===== src/rtl/rbd_pkg.sv =====
// Package for the ring buffer deque: sizes, action codes and transaction types.
package rbd_pkg;

  localparam int DEPTH = 8;
  localparam int IDX_W = (DEPTH > 1) ? $clog2(DEPTH) : 1;
  localparam int CNT_W = $clog2(DEPTH + 1);
  localparam int DATA_W = 32;
  localparam int ACT_W = 3;

  localparam logic [ACT_W-1:0] ACT_PUSH_FRONT = 3'd0;
  localparam logic [ACT_W-1:0] ACT_PUSH_BACK  = 3'd1;
  localparam logic [ACT_W-1:0] ACT_POP_FRONT  = 3'd2;
  localparam logic [ACT_W-1:0] ACT_POP_BACK   = 3'd3;
  localparam logic [ACT_W-1:0] ACT_QUERY      = 3'd4;

  typedef struct packed {
    logic [ACT_W-1:0]         action;
    logic signed [DATA_W-1:0] value;
  } cmd_t;

  typedef struct packed {
    logic                     accepted;
    logic [CNT_W-1:0]         count;
    logic                     is_empty;
    logic                     is_full;
    logic signed [DATA_W-1:0] front_value;
    logic signed [DATA_W-1:0] back_value;
  } result_t;

endpackage


===== src/rtl/ring_buffer_deque.sv =====
// Ring buffer deque: push/pop at both ends of a fixed circular store in one RAM.
// Result: an accepted transaction moves the state through S_READ, where the RAM
//   read of the updated front and back is registered, to S_RESP, which raises done.
// A new start is taken in S_RESP while the result is shown, but not in S_READ,
//   which holds busy.
// Reset: rst (synchronous, active high) empties the deque; store contents are not cleared.
// The result is shown for exactly one cycle; the receiver cannot stall it.
module ring_buffer_deque (
  input  logic            clk,
  input  logic            rst,
  input  logic            start,
  input  rbd_pkg::cmd_t   cmd,
  output logic            busy,
  output logic            done,
  output rbd_pkg::result_t result
);
  import rbd_pkg::*;

  localparam logic [1:0] S_IDLE = 2'd0;
  localparam logic [1:0] S_READ = 2'd1;
  localparam logic [1:0] S_RESP = 2'd2;

  localparam logic [IDX_W-1:0] IDX_LAST = IDX_W'(DEPTH - 1);
  localparam logic [CNT_W:0]   DEPTH_X  = (CNT_W + 1)'(DEPTH);
  localparam logic [CNT_W-1:0] DEPTH_C  = CNT_W'(DEPTH);

  // control state
  logic [1:0]       state, state_next;
  logic [IDX_W-1:0] head, head_next;
  logic [CNT_W-1:0] count, count_next;
  logic             accepted, accepted_next;

  // RAM side
  logic              we;
  logic [IDX_W-1:0]  waddr;
  logic [IDX_W-1:0]  back_addr;
  logic [DATA_W-1:0] rdata_front, rdata_back;

  logic             take;
  logic             full, empty;
  logic [IDX_W-1:0] head_dec, head_inc, tail_addr;
  logic [CNT_W:0]   sum_tail, sum_back;

  assign full  = (count == DEPTH_C);
  assign empty = (count == '0);

  // Only the read of the new ends (S_READ) is locked out; S_IDLE and S_RESP take a start.
  assign busy = (state == S_READ);
  assign take = start && !busy;
  assign done = (state == S_RESP);

  // Index arithmetic with wraparound, valid for any DEPTH.
  assign head_dec = (head == '0) ? IDX_LAST : head - IDX_W'(1);
  assign head_inc = (head == IDX_LAST) ? '0 : head + IDX_W'(1);

  // slot one past the back (push back target)
  assign sum_tail  = (CNT_W + 1)'(head) + (CNT_W + 1)'(count);
  assign tail_addr = (sum_tail >= DEPTH_X) ? IDX_W'(sum_tail - DEPTH_X) : IDX_W'(sum_tail);

  // back element after the update; meaningless when empty (result masked)
  assign sum_back  = (CNT_W + 1)'(head) + (CNT_W + 1)'(count) - (CNT_W + 1)'(1);
  assign back_addr = (sum_back >= DEPTH_X) ? IDX_W'(sum_back - DEPTH_X) : IDX_W'(sum_back);

  // Action decode, applied at the accepting edge.
  always_comb begin
    head_next     = head;
    count_next    = count;
    accepted_next = accepted;
    we            = 1'b0;
    waddr         = head_dec;
    if (take) begin
      accepted_next = 1'b0;
      case (cmd.action)
        ACT_PUSH_FRONT: begin
          if (!full) begin
            head_next     = head_dec;
            waddr         = head_dec;
            we            = 1'b1;
            count_next    = count + CNT_W'(1);
            accepted_next = 1'b1;
          end
        end
        ACT_PUSH_BACK: begin
          if (!full) begin
            waddr         = tail_addr;
            we            = 1'b1;
            count_next    = count + CNT_W'(1);
            accepted_next = 1'b1;
          end
        end
        ACT_POP_FRONT: begin
          if (!empty) begin
            head_next     = head_inc;
            count_next    = count - CNT_W'(1);
            accepted_next = 1'b1;
          end
        end
        ACT_POP_BACK: begin
          if (!empty) begin
            count_next    = count - CNT_W'(1);
            accepted_next = 1'b1;
          end
        end
        ACT_QUERY: begin
          accepted_next = 1'b1;
        end
        default: begin
          accepted_next = 1'b0;
        end
      endcase
    end
  end

  always_comb begin
    state_next = state;
    case (state)
      S_IDLE:  if (take) state_next = S_READ;
      S_READ:  state_next = S_RESP;
      S_RESP:  state_next = take ? S_READ : S_IDLE;
      default: state_next = S_IDLE;
    endcase
  end

  always_ff @(posedge clk) begin
    if (rst) begin
      state    <= S_IDLE;
      head     <= '0;
      count    <= '0;
      accepted <= 1'b0;
    end else begin
      state    <= state_next;
      head     <= head_next;
      count    <= count_next;
      accepted <= accepted_next;
    end
  end

  // Writes happen only at the accept edge and reads in the following cycle,
  // so the read never races a write to the same entry.
  rbd_ram #(
    .WIDTH (DATA_W),
    .DEPTH (DEPTH)
  ) u_store (
    .clk    (clk),
    .we     (we),
    .waddr  (waddr),
    .wdata  (cmd.value),
    .raddr0 (head),
    .raddr1 (back_addr),
    .rdata0 (rdata_front),
    .rdata1 (rdata_back)
  );

  // Result assembly; ends read as zero on an empty deque.
  always_comb begin
    result.accepted    = accepted;
    result.count       = count;
    result.is_empty    = empty;
    result.is_full     = full;
    result.front_value = empty ? '0 : rdata_front;
    result.back_value  = empty ? '0 : rdata_back;
  end

endmodule


===== src/rtl/rbd_ram.sv =====
// Generic RAM: one write port, two registered read ports.
module rbd_ram #(
  parameter int WIDTH = 32,
  parameter int DEPTH = 8
) (
  input  logic                             clk,
  input  logic                             we,
  input  logic [$clog2(DEPTH > 1 ? DEPTH : 2)-1:0] waddr,
  input  logic [WIDTH-1:0]                 wdata,
  input  logic [$clog2(DEPTH > 1 ? DEPTH : 2)-1:0] raddr0,
  input  logic [$clog2(DEPTH > 1 ? DEPTH : 2)-1:0] raddr1,
  output logic [WIDTH-1:0]                 rdata0,
  output logic [WIDTH-1:0]                 rdata1
);

  logic [WIDTH-1:0] mem [DEPTH];

  always_ff @(posedge clk) begin
    if (we) begin
      mem[waddr] <= wdata;
    end
    rdata0 <= mem[raddr0];
    rdata1 <= mem[raddr1];
  end

endmodule

===== config.mk =====
export PLATFORM = sky130hd
export DESIGN_NAME = ring_buffer_deque
export DESIGN_NICKNAME = d
export VERILOG_FILES = /design/src/rtl/rbd_pkg.sv /design/src/rtl/ring_buffer_deque.sv /design/src/rtl/rbd_ram.sv
export SDC_FILE = /design/constraint.sdc
export NUM_CORES = 1
export LEC_CHECK = 0
export ABC_AREA = 1
export BUFFER_PORTS_ARGS = -buffer_cell sky130_fd_sc_hd__buf_2
export CAP_MARGIN = 20
export CORE_UTILIZATION = 45
export DETAILED_ROUTE_END_ITERATION = 8
export PLACE_DENSITY_LB_ADDON = 0.15
export SYNTH_ARGS = -nofsm -noshare
export SYNTH_HDL_FRONTEND = slang
export SYNTH_SLANG_ARGS = --single-unit

===== constraint.sdc =====
create_clock -name clk -period 4.9 [get_ports clk]
set_clock_uncertainty 0.2 [all_clocks]
set_input_delay 0.98 -clock clk [delete_from_list [all_inputs] [get_ports clk]]
set_output_delay 0.98 -clock clk [all_outputs]
set_load 0.02 [all_outputs]

Word level (Yosys, flattened, before mapping)
Memories as Yosys holds them, arrays and structs flattened. A register that Yosys moved wholly into a read port is not among the register bits.
Index checks and enable logic that the tools add are counted.
{"block": "word_totals", "ff_bits": 10, "ramBits": 256, "in_bits": 38, "output_inout_bits": 73, "word_cells": 65, "memories": 1}
{"memory": "u_store.mem", "words": 8, "width": 32, "rd": 2, "rd_ports_with_merged_regs": 2, "wr": 1, "line_no": "rbd_ram.sv:16", "source": "logic [WIDTH-1:0] mem [DEPTH];"}
{"block": "classes", "add_sub_neg": 8, "n_lt_le_gt_ge": 2, "n_eq_ne": 13, "mux": 25, "reduce_logical": 12}
{"op": "$mux 32", "n": 2}
{"op": "$mux 3", "n": 9}
{"op": "$ge 5x4->1 const B", "n": 2}
{"op": "$ne 2x2->1 const B", "n": 5}
{"op": "$sub 3x1->3 const B", "n": 3}
{"op": "$mux 4", "n": 2}
{"op": "$pmux 4 s2", "n": 1}
{"op": "$reduce_and 4->1", "n": 2}
{"op": "$mux 1", "n": 7}
{"op": "$eq 3x2->1 const B", "n": 2}
{"op": "$eq 3x3->1 const B", "n": 2}
{"op": "$logic_not 3->1", "n": 2}
{"op": "$pmux 2 s3", "n": 1}
{"op": "$pmux 3 s2", "n": 1}
{"op": "$add 3x4->5", "n": 1}
{"op": "$sub 5x1->5 const B", "n": 1}
{"op": "$add 4x1->4 const B", "n": 1}
{"op": "$eq 4x4->1 const B", "n": 1}
{"op": "$logic_not 4->1", "n": 1}
{"op": "$reduce_bool 2->1", "n": 2}
{"op": "$reduce_or 2->1", "n": 2}
{"op": "$sub 4x1->4 const B", "n": 1}
{"op": "$add 3x1->3 const B", "n": 1}
{"op": "$eq 3x1->1 const B", "n": 1}
{"op": "other kinds (7)", "n": 7}

Depth between registers and ports, before layout
{"block": "depth", "word_depth": 6, "mapped_depth": 13, "mapped_depth_nobuf": 10}

Modules after synthesis
A second synthesis with hierarchy kept.
{"block": "hier_totals", "cells_unflattened": 2056, "area_unflattened_um2": 16448.3}
{"module": "rbd_ram", "n_inst": 1, "cells_each": 1783, "area_per_inst_um2": 15034.4, "seq_area_each_um2": 8968.6}
{"module": "ring_buffer_deque", "n_inst": 1, "cells_each": 273, "area_per_inst_um2": 1413.9, "seq_area_each_um2": 200.2}

Least setup slack after synthesis
OpenSTA, ideal clock, no wires.
{"block": "synth_timing", "path_kind": "input to register", "startpoint": "input cmd[32] (netlist name)", "endpoint": "memory u_store.mem[0][0] (enable)", "setup_time_ps": 421, "t_arrival_ps": 3091, "required_ps": 4279, "setup_slack_ps": 1188, "cell_stages": 5, "n_path_buf": 1, "path_cell_list": "clkbuf_1 > nand4_1 > nand2_1 > nand3_1 > nor2_1"}
{"block": "synth_between", "elab_chain_cells": 6, "elab_cells_between_ends": 9, "classes_between": "1 x eq/ne; 6 x mux; 2 x reduce/logical"}
{"element": "start: declaration", "line_no": "ring_buffer_deque.sv:12", "source": "input rbd_pkg::cmd_t cmd,"}
{"element": "$eq 3x1->1 / $logic_not 3->1 (equally long branches)", "line_no": "ring_buffer_deque.sv:73", "source": "case (cmd.action)"}
{"element": "$reduce_or 2->1 (no source line)"}
{"element": "$mux 1"}
{"element": "$mux 1", "line_no": "ring_buffer_deque.sv:71", "source": "if (take) begin"}
{"element": "$mux 1", "line_no": "rbd_ram.sv:19", "source": "if (we) begin"}
{"element": "$mux 1 (not written as such)", "line_no": "rbd_ram.sv:20", "source": "mem[waddr] <= wdata;"}
{"element": "end: declaration", "line_no": "rbd_ram.sv:16"}
Several ways; a longest one is shown, not always the timed one.

==> out/metrics.cfg <==
[cts]
clk_latency_ps = 520
cts_htree_levels = 2
tritoncts = built
clockBufferDepth = 3
cts-root-buf = clkbuf_16
cts_setup_buffers = 0
cts.sinks = 330
clkTransAtPathRegs_ps = 60
hold_buffers = 0
ctsResizeCount = 0
cts_buffers = 38

[hold_path]
holdPathEnd = state[0]
hold_path.class = register to register
hp-start = state[0]
whs_path_depth = 1

[timing]
layout_min_cycle_time_ps = 3720
max_freq_mhz = 269
slew_headroom_pct = 30.1
post-route-period-util_pct = 76.0
rsz0062_at_grt = false
hold_viol_final = 0
finalSetupTns_ps = 0
post-route-worst-setup-slack_ps = 1180
finalSetupViolations = 0
finalMaxSlewViolations = 0
worstMarginPinSlew_ps = 1050

[placement]
portBuffers = 110
dpl.hpwl_mm = 21.3
place_ws_ps = 1200
globalplace.congestion = 0.793

[synth]
syn_nets = 1639
ys_warn_count = 0
ys.flop_type = edfxtp_1
ys_types = 26
synthArstFlopShare_pct = 0
synth_edf_count = 256
syn-cell-area_um2 = 15000
synth-seq-cells = 330
netlist_instances = 1591
syn_avg_cell_area_um2 = 9.40
yosysSeqAreaShare_pct = 61.3

[finish]
mostFrequentLayoutCells = o21ai_0, edfxtp_1, nor2_1, inv_1, a21oi_1
drive_gt1_share_pct = 12.7
layout.nets = 1700
final-seq-area_um2 = 9170
multiInputGateArea_um2 = 4800
fill_cells = 2938
mostFrequentLayoutCell = o21ai_0
area_delta_synth_final_pct = 14.4

[global_routing]
antenna_found_initial = 1
grt_pass1_vias = 11000
grt_max_degree = 107
gr-total-overflow = 0
grt_pass1_wl_mm = 60.2
grt_usage_pct = 23.3

[worst_setup_path]
worstPathCellList = nor2_1, nand2_1, inv_2, buf_4, nor2_1, buf_2
crit_path_frequent_cell = nor2_1
max_stage_delay_ps = 570
crit_path_end_kind = primary output
r2r-end = u_store.rdata1[21]
critPathRequiredTime_ps = 3720
rr_worst_depth = 8
crit_type = register to primary output
slowest_stage = inv_2
cp_max_fo = 38
r2r_slack_ps = 1410
crit_buf_inv = 3
startpoint_type = register
r2r_start = count[0]
cp.arrival_ps = 2540
crit_family = buffers and inverters

[floorplan]
rows = 66
core_area_um2 = 32600
die_area_um2 = 34000
initial_core_util_pct = 45.8
die_height_um = 184
die_x_um = 184
num_io_pins = 111

[route]
drcViolationCount = 0
vias = 11600
ant_nets = 0
drt_pass1_iterations = 5
wl_per_cell_um = 18.4
finalWirelength_mm = 39.2
drt-initial-drc-count = 1223
via_per_inst = 5.46

[power_and_ir_drop]
ir_drop_v = 0.000266
p_per_area_nw_per_um2 = 397
leakage_uw = 0.00677

[run]
maxCapViolCount = 0

[status]
outcome = finished clean

per-layer routing:
layer / track usage, % / up-vias / part of all wire (%)
li1: - / 5562 / -
met1: 29.7 / 5519 / 43
met2: 40.6 / 428 / 48
met3: 2.96 / 81 / 5.9
met4: 8.83 / 0 / 2.8
met5: 0 / - / 0
cells in the mapped netlist (all sizes together) (3+ instances only):
library cell / number / area, um2
nor2: 249 / 935
clkbuf: 62 / 233
buf: 49 / 256
o21a: 30 / 225
a21oi: 137 / 686
nor3: 3 / 15.0
nand3: 73 / 365
edfxtp: 256 / 7690
nand2: 125 / 489
inv: 155 / 582
nand4: 3 / 18.8
ha: 8 / 100
dfxtp: 74 / 1480
o21ai: 361 / 1810
power breakdown:
part | total (uW) | leakage [uW] | switching, uW | internal (uW)
Clock | 2760 | 0.000607 | 1090 | 1670
Combinational | 854 | 0.00324 | 601 | 253
Sequential | 3170 | 0.00293 | 38.7 | 3130
stage by stage:
stage | total power, uW | area [um2] | utilization, % | hold slack [ps] | std cells
after floorplan | 3800 | 15000 | - | 221 | 1591
after global placement | 4070 | 15900 | 48.7 | 244 | 2054
after detailed placement | 4080 | 15900 | 48.7 | 243 | 2054
after CTS | 6840 | 17100 | 52.4 | 252 | 2123
after global routing | 7050 | 17100 | 52.5 | 284 | 2124
final | 6790 | 17100 | 52.5 | 251 | 2124
sequential cells by signal, summed over array words and instances (netlist names):
signal,flops
accepted,1
u_store.mem,256
u_store.rdata0,32
u_store.rdata1,32
count,4
head,3
state,2
cell families after synthesis:
kind of cell | Yosys count | share of synthesized area, %
AO/OA/AOI/OAI | 530 | 18.3
flip-flops | 330 | 61.3
adder cells (fa/ha/maj) | 10 | 0.937
buffers and inverters | 266 | 7.16
AND/OR/NAND/NOR | 454 | 12.2
XOR/XNOR | 1 | 0.0586
worst max-delay path by stage:
| stage | from | endpoint | cells after the start |
|---|---|---|---|
| after detailed placement | start | u_store.mem[0][7] | 8 |
| after floorplan | cmd[32] | u_store.mem[0][0] | 5 |
| final | count[0] | result[46] | 6 |
| after CTS | count[0] | result[46] | 6 |
| after global routing | count[0] | result[16] | 6 |
| after global placement | cmd[33] | u_store.mem[0][13] | 7 |
cell type report:
cell class,count,area share [%]
Clock buffer,54,6.44
Timing Repair Buffer,132,4.48
Multi-Input combinational cell,995,28.0
Clock inverter,15,0.761
Sequential cell,330,53.6
Tap cell,442,3.23
Inverter,155,3.41
Antenna cell,1,0.0146
(Power assumes the default switching activity.)
